===== config.mk =====
export PLATFORM = sky130hd
export DESIGN_NAME = ttcs_div
export DESIGN_NICKNAME = d
export VERILOG_FILES = /design/src/design/ttcs_pkg.sv /design/src/design/ttcs_div.sv
export SDC_FILE = /design/constraint.sdc
export NUM_CORES = 2
export LEC_CHECK = 0
export BUFFER_PORTS_ARGS = -buffer_cell sky130_fd_sc_hd__buf_2
export CORE_MARGIN = 2
export CORE_UTILIZATION = 60
export CTS_CLUSTER_DIAMETER = 60
export DETAILED_ROUTE_END_ITERATION = 6
export GPL_TIMING_DRIVEN = 0
export PLACE_DENSITY = 0.72
export REMOVE_ABC_BUFFERS = 1
export SETUP_SLACK_MARGIN = 0.02
export SYNTH_ARGS = -nofsm -noshare
export SYNTH_HDL_FRONTEND = slang
export SYNTH_SLANG_ARGS = --single-unit

===== constraint.sdc =====
create_clock -name aclk -period 6 [get_ports aclk]
set_input_delay 0.3 -clock aclk [delete_from_list [all_inputs] [get_ports aclk]]
set_output_delay 0.3 -clock aclk [all_outputs]
set_load 0.1 [all_outputs]

===== src/design/ttcs_pkg.sv =====
// Shared constants and widths for the triangle transform, cull and shade block.
package ttcs_pkg;

    // Viewport extent in pixels
    localparam int SCREEN_WIDTH  = 256;
    localparam int SCREEN_HEIGHT = 240;
    localparam int SCREEN_MAX    = (SCREEN_WIDTH > SCREEN_HEIGHT) ? SCREEN_WIDTH : SCREEN_HEIGHT;
    localparam int SCR_BITS      = $clog2(SCREEN_MAX + 1);

    // Projection numerator: 33-bit signed sum times the extent
    localparam int PNUM_W = 33 + SCR_BITS;

    // Divider: unsigned divisor and quotient widths, step count and compare width
    localparam int DEN_W     = 32;
    localparam int QUO_W     = 17;
    localparam int DIV_STEPS = QUO_W;
    localparam int CMP_W     = DEN_W + QUO_W;

    // Integer square root of the squared normal length
    localparam int SQ_IN_W  = 62;
    localparam int SQ_OUT_W = 31;
    localparam int SQ_STEPS = SQ_OUT_W;

    // Configuration register indexes (depth terms at 6 and 7 are dropped)
    localparam logic [2:0] REG_COS_Z   = 3'd0;
    localparam logic [2:0] REG_SIN_Z   = 3'd1;
    localparam logic [2:0] REG_COS_X   = 3'd2;
    localparam logic [2:0] REG_SIN_X   = 3'd3;
    localparam logic [2:0] REG_PROJ_XS = 3'd4;
    localparam logic [2:0] REG_PROJ_YS = 3'd5;

endpackage


===== src/design/ttcs_div.sv =====
// Pipelined restoring divider, one quotient bit per stage, with overflow flag.
module ttcs_div
    import ttcs_pkg::*;
(
    input  logic              aclk,
    input  logic              en,
    input  logic [PNUM_W-1:0] num,
    input  logic [DEN_W-1:0]  den,
    output logic [QUO_W-1:0]  quo,
    output logic              ovf
);

    logic [CMP_W-1:0] rem_reg [DIV_STEPS];
    logic [DEN_W-1:0] den_reg [DIV_STEPS];
    logic [QUO_W-1:0] quo_reg [DIV_STEPS];
    logic             ovf_reg [DIV_STEPS];

    for (genvar s = 0; s < DIV_STEPS; s++) begin : g_step
        logic [CMP_W-1:0] rem_in;
        logic [CMP_W-1:0] dsh;
        logic [DEN_W-1:0] den_in;
        logic [QUO_W-1:0] quo_in;
        logic             ovf_in;
        logic             take;

        if (s == 0) begin : g_first
            assign rem_in = CMP_W'(num);
            assign den_in = den;
            assign quo_in = '0;
            // quotient would not fit in QUO_W bits
            assign ovf_in = CMP_W'(num) >= (CMP_W'(den) << QUO_W);
        end else begin : g_next
            assign rem_in = rem_reg[s-1];
            assign den_in = den_reg[s-1];
            assign quo_in = quo_reg[s-1];
            assign ovf_in = ovf_reg[s-1];
        end

        assign dsh  = CMP_W'(den_in) << (QUO_W - 1 - s);
        assign take = rem_in >= dsh;

        always_ff @(posedge aclk) begin
            if (en) begin
                rem_reg[s] <= take ? (rem_in - dsh) : rem_in;
                den_reg[s] <= den_in;
                quo_reg[s] <= quo_in | (QUO_W'(take) << (QUO_W - 1 - s));
                ovf_reg[s] <= ovf_in;
            end
        end
    end

    assign quo = quo_reg[DIV_STEPS-1];
    assign ovf = ovf_reg[DIV_STEPS-1];

endmodule


==> results.md <==
- Outcome: finished with violations
- Failing checks: DRC, hold timing, capacitance limit, slew limit
- Vias: approximately 56000
- Buffers added on ports: 93
- Netlist Area Pre-Place: approximately 82000 sq um
- Largest net degree at the start of global routing: about 190
- Max-slew violation count: 2
- Worst slew margin: -1.65%
- Worst skew pair latency: between 800 and 900 ps
- Grt total ovfl: 0
- IO Pins: 94
- Sequential area share after synthesis: ~53%
- Routed vias/inst: between 5 and 6
- Fillers: about 10000
- Cells after DPL: 9128
- Main flop type after synthesis: edfxtp_1
- Sequence of cells on the critical path: ha_1 -> inv_1 -> fa_1 -> a211oi_1 -> o21ai_0 -> a21oi_1 -> o21ai_0 -> a21oi_1 -> o21ai_0 -> a311o_2 -> nand2b_2 -> or3_4 -> nand2b_4 -> xnor2_1
- CP Class: flop to flop
- Fin area: 90800 sq um
- Pleak: 36.0 nW
- Gr usage total: 26.2%
- Core box area: between 100000 and 150000 sq um
- CTS tree: done
- Peak VDD IR: about 0.00029 V
- Minimum clock period: a little over 5000 ps
- FFs w/ async S/R, synth: 0%
- Overall power: between 0.04 and 0.05 W
- Cell Pwr Density: around 470 nW/um^2
- Final #Nets: between 8000 and 9000
- Drc violations: 5
- Post-DP Area: 84900 sq um
- DR pass1 iterations: 7
- Most common cell after layout, fill and taps aside: edfxtp_1
- Clk_skew: 29.4 ps
- Die H: ~370 um
- CP required: between 6000 and 7000 ps
- Total clock buffers created by CTS: between 150 and 200
- RePlAce Congestion: 0.981
- Clock transition at the registers of the reported paths: 60 ps
- Routed Antenna Nets: 0
- Worst setup EP type: flop
- Synth area leader: edfxtp_1
- Worst Path Arrival: 5750 ps
- Highest clock rate: slightly below 200 MHz
- Clock Tree Buf Depth: 3
- Final setup fails: 0
- Slowest Stage Delay on Critical Path: roughly 1100 ps
- MaxCap Viol Count: 1
- Die Width: 375 um
- CP max FO: between 50 and 60
- Die area: around 140000 sq um
- RSZ-0062 raised after global routing: no
- Post-synthesis register bit count: between 1000 and 1500
- Row count: around 140
- CP max-delay cell: a311o_2
- Mean Syn Cell Area: roughly 11 sq um
- Post-synth top area share: ~53%
- Distinct cell type count after synthesis: between 100 and 150
- Most frequent cells in the layout: edfxtp_1 (1466), inv_1 (664), nand2_1 (636)
- Yosys warns: 0
- CP Launch Type: flop
- Measured slew at the worst slew-check pin: around 1500 ps
- Area added between synthesis and finish: 10.2%
- Layout cells sized above 1: slightly above 7%
- Hold WC Path Type: primary input to flop
- Initial antenna violation count: 2
- Postcts setup bufs: 0
- Vias in the first global route: between 50000 and 60000
- EDFF count, synth: 1466
- Final Hold Fails: 3
- First-pass GRT wire length: between 200000 and 300000 um
- Max FFs per register: 784
- Final wirelength: 184000 um
- Drt wl/cell: between 15 and 20 um
- Final non-filler cell total: around 9500
- DPL Wire Length: 138000 um
- 1st-iter DRT viols: roughly 3500
- Root buf cell: clkbuf_16
- Final worst-path cycle share: approximately 87%
- CTS sink cnt: about 1500
- Htree depth: 4
- Synth area leaders: edfxtp_1 (53%), ha_1 (8.5%), a21oi_1 (3.5%)
- Syn Inst Count: around 7400
- Cell mode on critical path: o21ai_0
- Initial core utilization: around three fifths
- Hold_ws: -18.9 ps
-- metal layers --
layer / GRT usage, % / wire length, um / share of wire, %
met2: 53.2 / 104000 / 56
met5: 0 / 0 / 0
met3: 3.25 / 5770 / 3.1
met4: 17.6 / 13100 / 7.1
met1: 23.5 / 61400 / 33
-- synthesized netlist by cell type, types with 78 or more instances --
library cell,n
inv_1,664
nor2_1,418
mux2_2,80
nand4_1,125
a21oi_1,568
a21o_1,298
ha_1,563
nand3_1,98
nor2b_1,87
nor3_1,114
xnor2_1,305
nand2_1,637
clkbuf_1,162
nand2b_1,81
nor4_1,78
xor2_1,257
edfxtp_1,1466
o21ai_0,543
-- final timing paths --
path	start	endpoint	slack, ps	cells after the start
setup reg to reg	den_reg[0][448]$_DFFE_PP_	rem_reg[0][774]$_DFFE_PP_	800	14
hold / removal	en	den_reg[0][28]$_DFFE_PP_	-20	1
setup / recovery	den_reg[0][448]$_DFFE_PP_	rem_reg[0][774]$_DFFE_PP_	800	14
hold reg to reg	ovf_reg[1][4]$_DFFE_PP_	ovf_reg[1][5]$_DFFE_PP_	410	0
-- area by class of cell --
type	instances	area [sq um]	area share, %
inverter	666	2500	2.75
clock inverter	105	1140	1.25
antenna	4	10.0	0.0110
timing repair buffer	192	1760	1.94
multi-input combinational	5097	35100	38.6
sequential	1466	44000	48.5
clock buffer	186	4040	4.45
tap	1781	2230	2.45
-- power breakdown --
part	switching (W)	internal, W	total (W)	leakage, nW
combinational	0.00975	0.00708	0.0168	19.3
sequential	0.00137	0.0145	0.0159	14.2
clock	0.00410	0.00542	0.00952	2.48
total	0.0152	0.0270	0.0422	36.0
-- stage by stage --
| stage | setup TNS, ps | hold slack [ps] | setup WS (ps) | util, % |
|---|---|---|---|---|
| 6_report | 0 | -18.9 | 804 | 66.8 |
| 5_1_grt | 0 | 26.1 | 564 | 66.8 |
| 4_1_cts | 0 | 8.21 | 897 | 66.8 |
| 3_5_place_dp | 0 | 405 | 911 | 62.5 |
| 3_3_place_gp | - | 400 | -17310 | 62.0 |
| 2_1_floorplan | -516 | 399 | -156 | - |
-- logic make-up (layout without fill, tap and decap cells) --
kind of cell	after synthesis	after routing	synth area share, %
AOI/OAI and AO/OA	1940	1940	14.6
and+or+nand+nor	1905	1905	11.3
DFF	1466	1466	53.4
buffers and inverters	874	1149	4.13
adders and majority gates	579	579	8.94
xor gates and xnor gates	562	562	5.97
muxes	111	111	1.61
other	0	4	0
-- repair_timing --
item,CTS,global route
gates resized for setup,0,0
endpoints found under the hold margin,75,0
hold buffers,74,0
-- worst max-delay path, delay by kind of cell (launching register included) --
family,cells,cell delay [ps]
flops,1,420
xor+xnor,1,150
simple gates,3,830
compound gates,7,2990
buf+inv,1,70
fa+ha+maj,2,490
Note: power is estimated with default switching activity, not from simulation.
